File: src/hw/rtl/dsm_pkg.sv
// Package with sizes, types and sequencer states of the minimizer.
`timescale 1ns / 1ps
package dsm_pkg;
  localparam int MaxStates  = 32;
  localparam int MaxLetters = 8;
  localparam int SW = $clog2(MaxStates);
  localparam int LW = $clog2(MaxLetters);
  localparam int CW = SW + 1;
  localparam int TDepth = MaxStates * MaxLetters;
  localparam int TW = $clog2(TDepth);

  localparam logic [0:0] REG_STATE_COUNT  = 1'b0;
  localparam logic [0:0] REG_LETTER_COUNT = 1'b1;

  typedef enum logic [13:0] {
    S_LOAD   = 14'b00000000000001,
    S_INIT0  = 14'b00000000000010,
    S_INIT1  = 14'b00000000000100,
    S_CLR    = 14'b00000000001000,
    S_CNT    = 14'b00000000010000,
    S_PFX    = 14'b00000000100000,
    S_PLACE  = 14'b00000001000000,
    S_COPY   = 14'b00000010000000,
    S_CMP    = 14'b00000100000000,
    S_FRESH  = 14'b00001000000000,
    S_NEXT   = 14'b00010000000000,
    S_EMIT   = 14'b00100000000000,
    S_WAIT   = 14'b01000000000000,
    S_KEY    = 14'b10000000000000
  } seq_state_t;
endpackage

File: src/hw/rtl/dsm_ram.sv
// Generic single-write, single-read RAM with registered read data.
`timescale 1ns / 1ps
module dsm_ram #(
  parameter int Width = 8,
  parameter int Depth = 32
) (
  input  logic                     clk,
  input  logic                     we,
  input  logic [$clog2(Depth)-1:0] waddr,
  input  logic [Width-1:0]         wdata,
  input  logic [$clog2(Depth)-1:0] raddr,
  output logic [Width-1:0]         rdata
);
  logic [Width-1:0] mem [Depth];

  // Write port and registered read port.
  always_ff @(posedge clk) begin
    if (we) begin
      mem[waddr] <= wdata;
    end
    rdata <= mem[raddr];
  end
endmodule

File: src/hw/rtl/dfa_state_minimizer_core.sv
// Top level of the automaton minimizer: table load, refinement sequencer, output.
//
// Transition entries load one per cycle while the block is ready. The entry marked
// s_tlast starts Moore refinement, during which s_tready is low. Refinement walks
// the stores through one shared read port per store, in sub-steps per state access.
// Each round runs (active letter count + 1) sort passes and a renumbering walk over
// the N active states, and at most N rounds run. Then one result per state follows,
// each after a wait state and held while the sink stalls; loading resumes after
// the last result is taken.
`timescale 1ns / 1ps
module dfa_state_minimizer_core (
  input  logic        clk,
  input  logic        rst,
  input  logic        cfg_we,
  input  logic [0:0]  cfg_index,
  input  logic [5:0]  cfg_data,
  input  logic        s_tvalid,
  output logic        s_tready,
  // tdata: from_state[4:0], symbol[7:5], to_state[12:8], is_accepting[13], zeros
  input  logic [15:0] s_tdata,
  input  logic        s_tlast,
  output logic        m_tvalid,
  input  logic        m_tready,
  // tdata: state_index[4:0], class_index[9:5], class_total[15:10]
  output logic [15:0] m_tdata,
  output logic        m_tlast
);
  import dsm_pkg::*;

  logic [5:0] state_count;
  logic [3:0] letter_count;
  seq_state_t st;

  // Active sizes, saturated.
  logic [CW-1:0] n;
  logic [LW:0]   nl;
  always_comb begin
    if (state_count == 6'd0) n = CW'(1);
    else if (state_count > 6'(MaxStates)) n = CW'(MaxStates);
    else n = CW'(state_count);
    if (letter_count == 4'd0) nl = (LW+1)'(1);
    else if (letter_count > 4'(MaxLetters)) nl = (LW+1)'(MaxLetters);
    else nl = (LW+1)'(letter_count);
  end

  // Configuration registers.
  always_ff @(posedge clk) begin
    if (rst) begin
      state_count  <= 6'd32;
      letter_count <= 4'd2;
    end else if (cfg_we) begin
      case (cfg_index)
        REG_STATE_COUNT:  state_count  <= cfg_data;
        REG_LETTER_COUNT: letter_count <= cfg_data[3:0];
        default: ;
      endcase
    end
  end

  // Stores: transitions, flags, classes (old), sorted, temp, fresh, buckets.
  logic         t_we;  logic [TW-1:0] t_wa, t_ra; logic [SW-1:0] t_wd, t_rd;
  logic         a_we;  logic [SW-1:0] a_wa, a_ra; logic a_wd, a_rd;
  logic         c_we;  logic [SW-1:0] c_wa, c_ra, c_wd, c_rd;
  logic         o_we;  logic [SW-1:0] o_wa, o_ra, o_wd, o_rd;
  logic         p_we;  logic [SW-1:0] p_wa, p_ra, p_wd, p_rd;
  logic         f_we;  logic [SW-1:0] f_wa, f_ra, f_wd, f_rd;
  logic         b_we;  logic [SW-1:0] b_wa, b_ra; logic [CW-1:0] b_wd, b_rd;

  dsm_ram #(.Width(SW), .Depth(TDepth)) u_trans (.clk, .we(t_we), .waddr(t_wa),
    .wdata(t_wd), .raddr(t_ra), .rdata(t_rd));
  dsm_ram #(.Width(1), .Depth(MaxStates)) u_acc (.clk, .we(a_we), .waddr(a_wa),
    .wdata(a_wd), .raddr(a_ra), .rdata(a_rd));
  dsm_ram #(.Width(SW), .Depth(MaxStates)) u_cls (.clk, .we(c_we), .waddr(c_wa),
    .wdata(c_wd), .raddr(c_ra), .rdata(c_rd));
  dsm_ram #(.Width(SW), .Depth(MaxStates)) u_ord (.clk, .we(o_we), .waddr(o_wa),
    .wdata(o_wd), .raddr(o_ra), .rdata(o_rd));
  dsm_ram #(.Width(SW), .Depth(MaxStates)) u_tmp (.clk, .we(p_we), .waddr(p_wa),
    .wdata(p_wd), .raddr(p_ra), .rdata(p_rd));
  dsm_ram #(.Width(SW), .Depth(MaxStates)) u_frs (.clk, .we(f_we), .waddr(f_wa),
    .wdata(f_wd), .raddr(f_ra), .rdata(f_rd));
  dsm_ram #(.Width(CW), .Depth(MaxStates)) u_bkt (.clk, .we(b_we), .waddr(b_wa),
    .wdata(b_wd), .raddr(b_ra), .rdata(b_rd));

  // Sequencer registers.
  logic [CW-1:0] i;          // walk index
  logic [2:0]    ph;         // sub-step within one element
  logic [LW:0]   kind;       // sort pass: letter, or nl for own class
  logic [LW:0]   x;          // letter under compare
  logic          pass_a;     // init: an accepting state was seen
  logic [CW-1:0] pos, run;
  logic [CW-1:0] classes_now, old;
  logic [SW-1:0] cur;
  logic [SW-1:0] q, r, kq, kr, key;
  logic          cmp_b;
  logic [CW-1:0] eidx;

  logic in_acc;
  assign in_acc = s_tvalid && s_tready;
  assign s_tready = (st == S_LOAD);

  logic [SW-1:0] in_from, in_to;
  logic [LW-1:0] in_sym;
  assign in_from = s_tdata[4:0];
  assign in_sym  = s_tdata[7:5];
  assign in_to   = s_tdata[12:8];

  // Destination clamp to the highest active state.
  logic [SW-1:0] t_cl;
  assign t_cl = (CW'(t_rd) >= n) ? SW'(n - CW'(1)) : t_rd;

  // Shared compare: one key against another.
  logic keq;
  assign keq = (kq == kr);

  // Store port control.
  always_comb begin
    t_we = 1'b0; t_wa = {in_from, in_sym}; t_wd = in_to; t_ra = '0;
    a_we = 1'b0; a_wa = in_from; a_wd = s_tdata[13]; a_ra = i[SW-1:0];
    c_we = 1'b0; c_wa = '0; c_wd = '0; c_ra = q;
    o_we = 1'b0; o_wa = pos[SW-1:0]; o_wd = i[SW-1:0]; o_ra = i[SW-1:0];
    p_we = 1'b0; p_wa = '0; p_wd = q; p_ra = i[SW-1:0];
    f_we = 1'b0; f_wa = q; f_wd = cur; f_ra = eidx[SW-1:0];
    b_we = 1'b0; b_wa = key; b_wd = '0; b_ra = key;
    case (st)
      S_LOAD: begin
        t_we = in_acc; a_we = in_acc;
      end
      S_INIT0, S_INIT1: begin
        c_wa = i[SW-1:0]; c_wd = SW'(a_rd);
        c_we = (ph == 3'd1) && (st == S_INIT0);
        o_we = (ph == 3'd1) && (a_rd == (st == S_INIT1));
      end
      S_CLR: begin
        b_we = 1'b1; b_wa = i[SW-1:0]; b_wd = '0;
      end
      S_KEY, S_CNT, S_PLACE: begin
        t_ra = {q, kind[LW-1:0]};
        c_ra = (ph == 3'd3 && kind < nl) ? t_cl : q;
        if (st == S_CNT && ph == 3'd5) begin
          b_we = 1'b1; b_wd = b_rd + CW'(1);
        end
        if (st == S_PLACE && ph == 3'd5) begin
          b_we = 1'b1; b_wd = b_rd + CW'(1);
          p_we = 1'b1; p_wa = b_rd[SW-1:0];
        end
      end
      S_PFX: begin
        b_ra = i[SW-1:0]; b_wa = i[SW-1:0];
        b_we = (ph == 3'd1); b_wd = run;
      end
      S_COPY: begin
        o_we = (ph == 3'd1); o_wa = i[SW-1:0]; o_wd = p_rd;
      end
      S_CMP: begin
        // Read class or destination class of q and r alternately.
        o_ra = i[SW-1:0];
        t_ra = {(cmp_b ? r : q), x[LW-1:0]};
        c_ra = (ph == 3'd4) ? ((x < nl) ? t_cl : (cmp_b ? r : q)) : q;
      end
      S_FRESH: begin
        f_we = 1'b1;
      end
      S_NEXT: begin
        c_we = (ph == 3'd1); c_wa = i[SW-1:0]; c_wd = f_rd;
        f_ra = i[SW-1:0];
      end
      default: ;
    endcase
  end

  // Output register.
  logic [SW-1:0] out_state, out_class;
  assign m_tdata = {classes_now, out_class, out_state};
  assign m_tlast = (CW'(out_state) + CW'(1) == n);

  // Sequencer.
  always_ff @(posedge clk) begin
    if (rst) begin
      st <= S_LOAD; i <= '0; ph <= '0; m_tvalid <= 1'b0; classes_now <= '0;
      kind <= '0; x <= '0; pos <= '0; pass_a <= 1'b0; cmp_b <= 1'b0; eidx <= '0;
    end else begin
      case (st)
        S_LOAD: begin
          if (in_acc && s_tlast) begin
            st <= S_INIT0; i <= '0; ph <= '0; pos <= '0; pass_a <= 1'b0; old <= '0;
          end
        end
        S_INIT0, S_INIT1: begin
          // ph0 issue flag read, ph1 write class/order.
          if (ph == 3'd0) ph <= 3'd1;
          else begin
            ph <= 3'd0;
            if (a_rd == (st == S_INIT1)) pos <= pos + CW'(1);
            if (st == S_INIT0 && a_rd) pass_a <= 1'b1;
            if (st == S_INIT0 && !a_rd) old[0] <= 1'b1;
            if (i + CW'(1) == n) begin
              i <= '0;
              if (st == S_INIT0) st <= S_INIT1;
              else begin
                classes_now <= CW'(old[0]) + CW'(pass_a);
                kind <= '0; st <= S_CLR;
              end
            end else i <= i + CW'(1);
          end
        end
        S_CLR: begin
          if (i == CW'(MaxStates - 1)) begin
            i <= '0; ph <= '0; st <= S_CNT;
          end else i <= i + CW'(1);
        end
        S_CNT, S_PLACE: begin
          // ph0 read order, ph1 take q, ph2 read trans, ph3 read class or
          // dest class, ph4 key, ph6 bucket read, ph5 bucket update.
          case (ph)
            3'd0: ph <= 3'd1;
            3'd1: begin q <= o_rd; ph <= 3'd2; end
            3'd2: ph <= 3'd3;
            3'd3: ph <= 3'd4;
            3'd4: begin key <= c_rd; ph <= 3'd6; end
            3'd6: ph <= 3'd5;
            default: begin
              ph <= 3'd0;
              if (i + CW'(1) == n) begin
                i <= '0;
                if (st == S_CNT) begin st <= S_PFX; run <= '0; end
                else st <= S_COPY;
              end else i <= i + CW'(1);
            end
          endcase
        end
        S_PFX: begin
          if (ph == 3'd0) ph <= 3'd1;
          else if (ph == 3'd1) begin
            ph <= 3'd0; run <= run + b_rd;
            if (i == CW'(MaxStates - 1)) begin i <= '0; st <= S_PLACE; end
            else i <= i + CW'(1);
          end
        end
        S_COPY: begin
          if (ph == 3'd0) ph <= 3'd1;
          else begin
            ph <= 3'd0;
            if (i + CW'(1) == n) begin
              i <= '0;
              if (kind == nl) begin
                kind <= '0; old <= classes_now; cur <= '0;
                q <= '0; st <= S_CMP; ph <= 3'd0; x <= nl; cmp_b <= 1'b0;
              end else begin kind <= kind + (LW+1)'(1); st <= S_CLR; end
            end else i <= i + CW'(1);
          end
        end
        S_CMP: begin
          // Walk sorted order; i is the current position.
          case (ph)
            3'd0: ph <= 3'd1;
            3'd1: ph <= 3'd2;
            3'd2: begin
              r <= q; q <= o_rd; x <= nl; cmp_b <= 1'b0;
              if (i == '0) st <= S_FRESH;
              else ph <= 3'd3;
            end
            3'd3: ph <= 3'd4;
            3'd4: ph <= 3'd5;
            3'd5: begin
              if (cmp_b) begin
                kr <= c_rd; ph <= 3'd6;
              end else begin
                kq <= c_rd; cmp_b <= 1'b1; ph <= 3'd3;
              end
            end
            default: begin
              cmp_b <= 1'b0;
              if (!keq) begin cur <= cur + SW'(1); st <= S_FRESH; end
              else if (x == '0) st <= S_FRESH;
              else begin x <= x - (LW+1)'(1); ph <= 3'd3; end
            end
          endcase
        end
        S_FRESH: begin
          ph <= 3'd0;
          if (i + CW'(1) == n) begin i <= '0; st <= S_NEXT; end
          else begin i <= i + CW'(1); st <= S_CMP; end
        end
        S_NEXT: begin
          if (ph == 3'd0) ph <= 3'd1;
          else begin
            ph <= 3'd0;
            if (i + CW'(1) == n) begin
              i <= '0;
              classes_now <= CW'(cur) + CW'(1);
              if (CW'(cur) + CW'(1) > old) st <= S_CLR;
              else begin st <= S_WAIT; eidx <= '0; end
            end else i <= i + CW'(1);
          end
        end
        S_WAIT: begin
          // Fresh store holds final classes; read ahead one entry.
          if (!m_tvalid || m_tready) st <= S_EMIT;
        end
        S_EMIT: begin
          if (!m_tvalid || m_tready) begin
            m_tvalid <= 1'b1; out_state <= eidx[SW-1:0]; out_class <= f_rd;
            if (eidx + CW'(1) == n) st <= S_KEY;
            else begin eidx <= eidx + CW'(1); st <= S_WAIT; end
          end
        end
        S_KEY: begin
          // Drain the last result, then resume loading.
          if (m_tready) begin m_tvalid <= 1'b0; st <= S_LOAD; end
        end
        default: st <= S_LOAD;
      endcase
      if (st != S_EMIT && st != S_KEY && m_tvalid && m_tready) m_tvalid <= 1'b0;
    end
  end
endmodule

File: config.mk
export PLATFORM = sky130hd
export DESIGN_NAME = dfa_state_minimizer_core
export DESIGN_NICKNAME = d
export VERILOG_FILES = /design/src/hw/rtl/dsm_pkg.sv /design/src/hw/rtl/dsm_ram.sv /design/src/hw/rtl/dfa_state_minimizer_core.sv
export SDC_FILE = /design/constraint.sdc
export NUM_CORES = 2
export LEC_CHECK = 0
export ABC_CLOCK_PERIOD_IN_PS = 4200
export BUFFER_PORTS_ARGS = -buffer_cell sky130_fd_sc_hd__buf_4
export CELL_PAD_IN_SITES_DETAIL_PLACEMENT = 0
export CELL_PAD_IN_SITES_GLOBAL_PLACEMENT = 1
export CORE_UTILIZATION = 54
export CTS_BUF_LIST = sky130_fd_sc_hd__clkbuf_16
export DETAILED_ROUTE_END_ITERATION = 7
export PLACE_DENSITY_LB_ADDON = 0.1
export SLEW_MARGIN = 40
export SYNTH_ARGS = -nofsm -noshare
export SYNTH_HDL_FRONTEND = slang
export SYNTH_SLANG_ARGS = --single-unit
File: constraint.sdc
create_clock -name clk -period 4.2 [get_ports clk]
set_clock_uncertainty 0.2 [all_clocks]
set_input_delay 0 -clock clk [delete_from_list [all_inputs] [get_ports clk]]
set_output_delay 0 -clock clk [all_outputs]
set_load 0.01 [all_outputs]
After elaboration in Yosys (flattened, before gate mapping)
Memory sizes are Yosys's and may differ from the RTL's. A register that Yosys moved wholly into a read port is not among the register bits.
Index checks and enable logic that the tools add are counted.
{ "totals": {"register_bits": 114, "ramBits": 2144, "inputBits": 29, "wordCells": 340, "mem_count": 7} }
{ "mem_list": {"columns": ["name", "depth", "word_bits", "read_ports", "rd_clocked_by_memory_dff", "write_ports", "line", "source"], "rows": [
  ["u_trans.mem", 256, 5, 1, 1, 1, "dsm_ram.sv:14", "logic [Width-1:0] mem [Depth];"],
  ["u_bkt.mem", 32, 6, 1, 1, 1, "dsm_ram.sv:14", null],
  ["u_cls.mem", 32, 5, 1, 1, 1, "dsm_ram.sv:14", null],
  ["u_frs.mem", 32, 5, 1, 1, 1, "dsm_ram.sv:14", null],
  ["u_ord.mem", 32, 5, 1, 1, 1, "dsm_ram.sv:14", null],
  ["u_tmp.mem", 32, 5, 1, 1, 1, "dsm_ram.sv:14", null],
  ["1 more memories", null, null, null, null, null, null, null]
]} }
{ "op_classes": {"n_addsub": 12, "magnitude_cmp": 6, "eq_ne": 68, "mux": 154, "n_bitwise": 3, "n_reduce_logical": 66} }
{ "op_table": {"columns": ["operator", "count"], "rows": [
  ["2-to-1 mux 14 bit", 20],
  ["2-to-1 mux 6 bit", 31],
  ["one-hot mux 14 bit (12 select lines)", 1],
  ["2-to-1 mux 5 bit", 20],
  ["inequality test 2 bit (second input constant)", 30],
  ["one-hot mux 6 bit (2 select lines)", 5],
  ["2-to-1 mux 4 bit", 14],
  ["one-hot mux 5 bit (2 select lines)", 4],
  ["one-hot mux 3 bit (6 select lines)", 2],
  ["one-hot mux 6 bit (6 select lines)", 1],
  ["AND reduction 7 bit", 5],
  ["AND reduction 6 bit", 5],
  ["2-to-1 mux 1 bit", 29],
  ["one-hot mux 14 bit (2 select lines)", 1],
  ["adder 6 x 1 -> 6 bit (second input constant)", 4],
  ["2-to-1 mux 3 bit", 8],
  ["one-hot mux 4 bit (2 select lines)", 3],
  ["one-hot mux 3 bit (7 select lines)", 1],
  ["AND reduction 19 bit", 1],
  ["== test 6 bit", 3],
  ["inequality test 8 bit (second input constant)", 2],
  ["one-hot mux 8 bit (2 select lines)", 1],
  ["AND reduction 4 bit", 4],
  ["nonzero test 2 bit", 8],
  ["other kinds (64)", 106]
]} }

Depth between registers and ports, before layout
{ "logic_depth": {"depth_word": 8, "depth_mapped": 18, "mapped_depth_nobuf": 14} }

Hierarchy
Synthesis repeated with hierarchy kept, for this count alone.
{ "unflattened": {"cells_unflattened": 4978, "hier_area_um2": 92658.9} }
{ "by_module_without_submodules": {"columns": ["mod", "n_inst", "cells_per_inst", "area_each_um2", "seq_area_each_um2"], "rows": [
  ["dsm_ram (u_trans)", 1, 2497, 50284.5, 38537.0],
  ["dsm_ram (u_cls ...)", 4, 277, 6344.8, 4904.7],
  ["dfa_state_minimizer_core", 1, 930, 7887.6, 2782.7],
  ["dsm_ram (u_bkt)", 1, 323, 7589.8, 5885.6],
  ["dsm_ram (u_acc)", 1, 120, 1517.7, 980.9]
]} }

Worst setup path before layout
OpenSTA, ideal clock, no wires.
{ "synth_path": {"path_kind": "flip-flop to flip-flop", "startpoint": "register st[10]", "endpoint": "memory u_bkt.mem[0][3] (netlist name), data pin", "setup_ns": 0.454, "arrival_ns": 3.239, "t_required_ns": 3.546, "slack_ns": 0.307, "stages_incl_launch_ff": 7, "cell_sequence": "dfxtp_1 -> clkbuf_1 -> nor3_1 -> nand3_2 -> nor3_1 -> nand2_1 -> o21ai_0"} }
{ "synth_via": {"elab_chain_len": 5} }
{ "synth_lines": {"columns": ["element", "line", "source"], "rows": [
  ["start, declared", "dfa_state_minimizer_core.sv:32", "seq_state_t st;"],
  ["start signal, assigned", "dfa_state_minimizer_core.sv:179", "st <= S_LOAD; i <= '0; ph <= '0; m_tvalid <= 1'b0; classes_now <= '0;"],
  ["start signal, assigned", "dfa_state_minimizer_core.sv:185", "st <= S_INIT0; i <= '0; ph <= '0; pos <= '0; pass_a <= 1'b0; old <= '0;"],
  ["start signal, assigned", "dfa_state_minimizer_core.sv:198", "if (st == S_INIT0) st <= S_INIT1;"],
  ["== test 14 x 5 -> 1 bit", "dfa_state_minimizer_core.sv:124, dfa_state_minimizer_core.sv:139", null],
  ["logical AND 1 bit", "dfa_state_minimizer_core.sv:139", "if (st == S_CNT && ph == 3'd5) begin"],
  ["2-to-1 mux 6 bit", "dfa_state_minimizer_core.sv:139", null],
  ["2-to-1 mux 6 bit", "dfa_state_minimizer_core.sv:142", "if (st == S_PLACE && ph == 3'd5) begin"],
  ["one-hot mux 6 bit (2 select lines) *", "dfa_state_minimizer_core.sv:124", "case (st)"],
  ["net b_wd[3]", "dfa_state_minimizer_core.sv:67", "logic b_we; logic [SW-1:0] b_wa, b_ra; logic [CW-1:0] b_wd, b_rd;"],
  ["end, declared", "dsm_ram.sv:14", null]
]} }
The timed path passes the listed nets; every way through them passes the cells marked *.

Worst setup path in the final report
{ "layout_path": {"startpoint": "register st[1]", "endpoint": "register u_trans.rdata[1] (read register of u_trans.mem)"} }
{ "layout_via": {"elab_chain_len": 3} }
{ "layout_lines": {"columns": ["element", "line", "source"], "rows": [
  ["== test 14 x 7 -> 1 bit, or another cell as far along", "dfa_state_minimizer_core.sv:124", null],
  ["OR reduction 3 bit", "dfa_state_minimizer_core.sv:124", null],
  ["one-hot mux 8 bit (2 select lines) *", "dfa_state_minimizer_core.sv:124", null],
  ["end, declared", "dsm_ram.sv:12", "output logic [Width-1:0] rdata"]
]} }
Every way passes the cells marked *; elsewhere a longest branch is shown, timed or not.
A chain may end at the register's enable or synchronous reset.

==> metrics.txt <==
vias in the first global route=56540; Die Span X=416.6 um; total die area=0.1736 mm^2; Avg Vias per Cell=6.186; final setup vio count=0; clock transition at the registers of the reported paths=60 ps; global-route wire length before repair=382.4 mm; internal cell power=36.39 mW; count leader, synth=edfxtp_1; synth warn=0; Max rail drop VDD=0.0004757 V; CORE AREA=0.1700 mm^2; layout cells sized above 1=0.1518; CTS Buffer Depth=3; DR pass1 iterations=6; combinational power share=0.060; Vias=57940; Tightest Pin Transition=914.5 ps; net switching power=10.63 mW; FFs w/ async S/R, synth=0; DIE HEIGHT=416.6 um; area share of the largest cell type after synthesis=0.6998; WP data arrival=4700 ps; fin crit share=0.9885; Initial DRC Count=6610; Sw Ratio=0.2261; Detail Route Antenna Nets=0; worst min path class=in -> reg; Post-Syn Instances=6635; area of the multi-input gates=0.02443 mm^2; RSZ-0062 raised after global routing=true; post-DP HPWL=168.9 mm; Post-Syn Area per Cell=13.99 um^2; PD cells=443.4 mW/mm^2; Crit Path Max Fanout=36; Synth Net Count=6699; clock power share=0.414; Final Slew Violations=0; GPL Wtd Cong=0.9171; Final nets=7028; Slew HR=0.3904; max capacitance violation total=0; grt total ovfl=0; post-synthesis sequential area ratio=0.7196; Num CTS Buffers=221; Clk Latency, worst-skew pair=860 ps; critical path class=reg -> reg; Period minus WS final=4152 ps; top cells by area, synth=edfxtp_1, nand2_1, mux4_2; flops & latches, synth=2255; Synth area leader=edfxtp_1; FILL cells=12740; Root Driver=clkbuf_16; routed len/inst=27.84 um; H-tree Lvls=4; crit end category=flop; Sequential Power Share=0.526; largest net degree at the start of global routing=112; gr usage total=0.3001; Ant. Diodes=0; ranking of synthesized cells by instance count=edfxtp_1, nand2_1, nor2_1, nand3_1, clkbuf_1; clock sinks=2255; Area Overhead vs Synth=14.23%; CP Launch Type=flop; status=completed; synth unique cells=97; Top Ports=48; Fin. Hold Viols=0; Initial Util=0.5459; pre-CTS setup slack=-345.3 ps; CP required=4740 ps; TNS Setup=0 ps; row count=151; CTS tree=yes; initial antenna violation count=4; Detailed Route WL=260.8 mm; Synth Cell Area=0.09282 mm^2; register area=0.06681 mm^2; Leakage=35.85 nW; number of flops mapped to enable cells by yosys=2163; # port buffers=45; main flop type after synthesis=edfxtp_1; post-route setup slack=48.31 ps; number of remaining DRC errors=0; Fmax=240.9 MHz
## worst max-delay path, stage by stage (launching register included)
cell	delay, ps
dfxtp_1	310
or4_4	630
buf_4	200
nor4_4	390
a21oi_4	90
buf_12	190
buf_4	190
buf_12	170
buf_6	190
nand2_1	90
nand3_1	70
nand4_1	160
nand3_2	160
or4_4	490
o32ai_4	380
a211oi_1	90
## stage by stage
step | std cells | hold slack [ps] | util | instance area [um^2] | power (mW)
floorplan | 6635 | -101.1 | - | 92820 | 26.61
global placement | 8900 | 107.5 | 0.5771 | 98130 | 27.91
finish | 9367 | 38.16 | 0.6236 | 106000 | 47.01
global route | 9367 | 63.62 | 0.6236 | 106000 | 48.19
detailed placement | 8902 | 118.1 | 0.5775 | 98190 | 27.92
CTS | 9365 | 10.01 | 0.6228 | 105900 | 47.13
## registers in the layout, summed over array words and instances, names as in the netlist, 6 cells and up
register / flops
u_frs.mem: 160
state_count: 6
u_ord.mem: 160
u_bkt.mem: 160
st: 14
old: 6
u_acc.mem: 32
classes_now: 6
u_tmp.mem: 160
eidx: 6
u_cls.mem: 160
i: 6
u_trans.mem: 1280
## layout by cell type, fill, tap and decap left out, drive strengths merged, types with 35 or more instances in the layout
cell type / count
mux4: 190
buf: 458
dfxtp: 92
a211oi: 35
a22oi: 42
a21oi: 138
and3: 41
nand4: 109
edfxtp: 2163
mux2i: 203
nand2: 1296
nor3: 45
nand3: 520
clkinv: 106
a31oi: 102
nor2: 607
clkbuf: 226
o21ai: 100
inv: 91
dlygate4sd3: 53
## cells by family after synthesis
| logic type | after synthesis | synth area share |
|---|---|---|
| simple gates | 2820 | 0.1342 |
| flops | 2255 | 0.7196 |
| compound gates | 619 | 0.04524 |
| buf+inv | 451 | 0.02193 |
| mux | 407 | 0.06969 |
| xor+xnor | 48 | 0.004529 |
| fa+ha+maj | 35 | 0.004799 |
## power by group through the flow
stage | Sequential [mW] | Combinational [mW] | Clock (mW)
3_5_place_dp | 25.2 | 2.71 | 0
6_report | 24.7 | 2.83 | 19.4
5_1_grt | 24.7 | 3.00 | 20.5
3_3_place_gp | 25.2 | 2.70 | 0
2_1_floorplan | 25.2 | 1.44 | 0
4_1_cts | 24.7 | 2.77 | 19.6
## per-layer routing
metal	global-route usage	routed length (um)	vias up
li1	-	-	25610
met1	0.4207	106400	29320
met2	0.4855	125800	2607
met3	0.04262	20030	397
met4	0.1010	8511	4
met5	0	26	-
## final timing paths
check                        end  slack [ps]        start  cells after the start
max             u_trans.rdata[1]          50        st[1]                     15
min          u_trans.mem[118][4]          40  s_tdata[12]                      2
max reg2reg     u_trans.rdata[1]          50        st[1]                     15
min reg2reg              eidx[5]         270      eidx[5]                      2
## timing repair
| action | 4_1_cts | 5_1_grt |
|---|---|---|
| endpoints found under the hold margin | 2424 | 0 |
| buffers inserted | 1 | 1 |
| hold buffers | 54 | 0 |
| resized for setup | 13 | 19 |
| endpoints found under the setup margin | 3 | 114 |
| pin swaps | 5 | 6 |
## cell type report
cell class	count	area share
clock buffer	221	0.05216
multi-input combinational	3929	0.2305
inverter	41	0.001451
clock inverter	187	0.01480
tap	2218	0.02617
timing repair buffer	516	0.04490
sequential	2255	0.6301
Power figures use the tool's default switching activity.
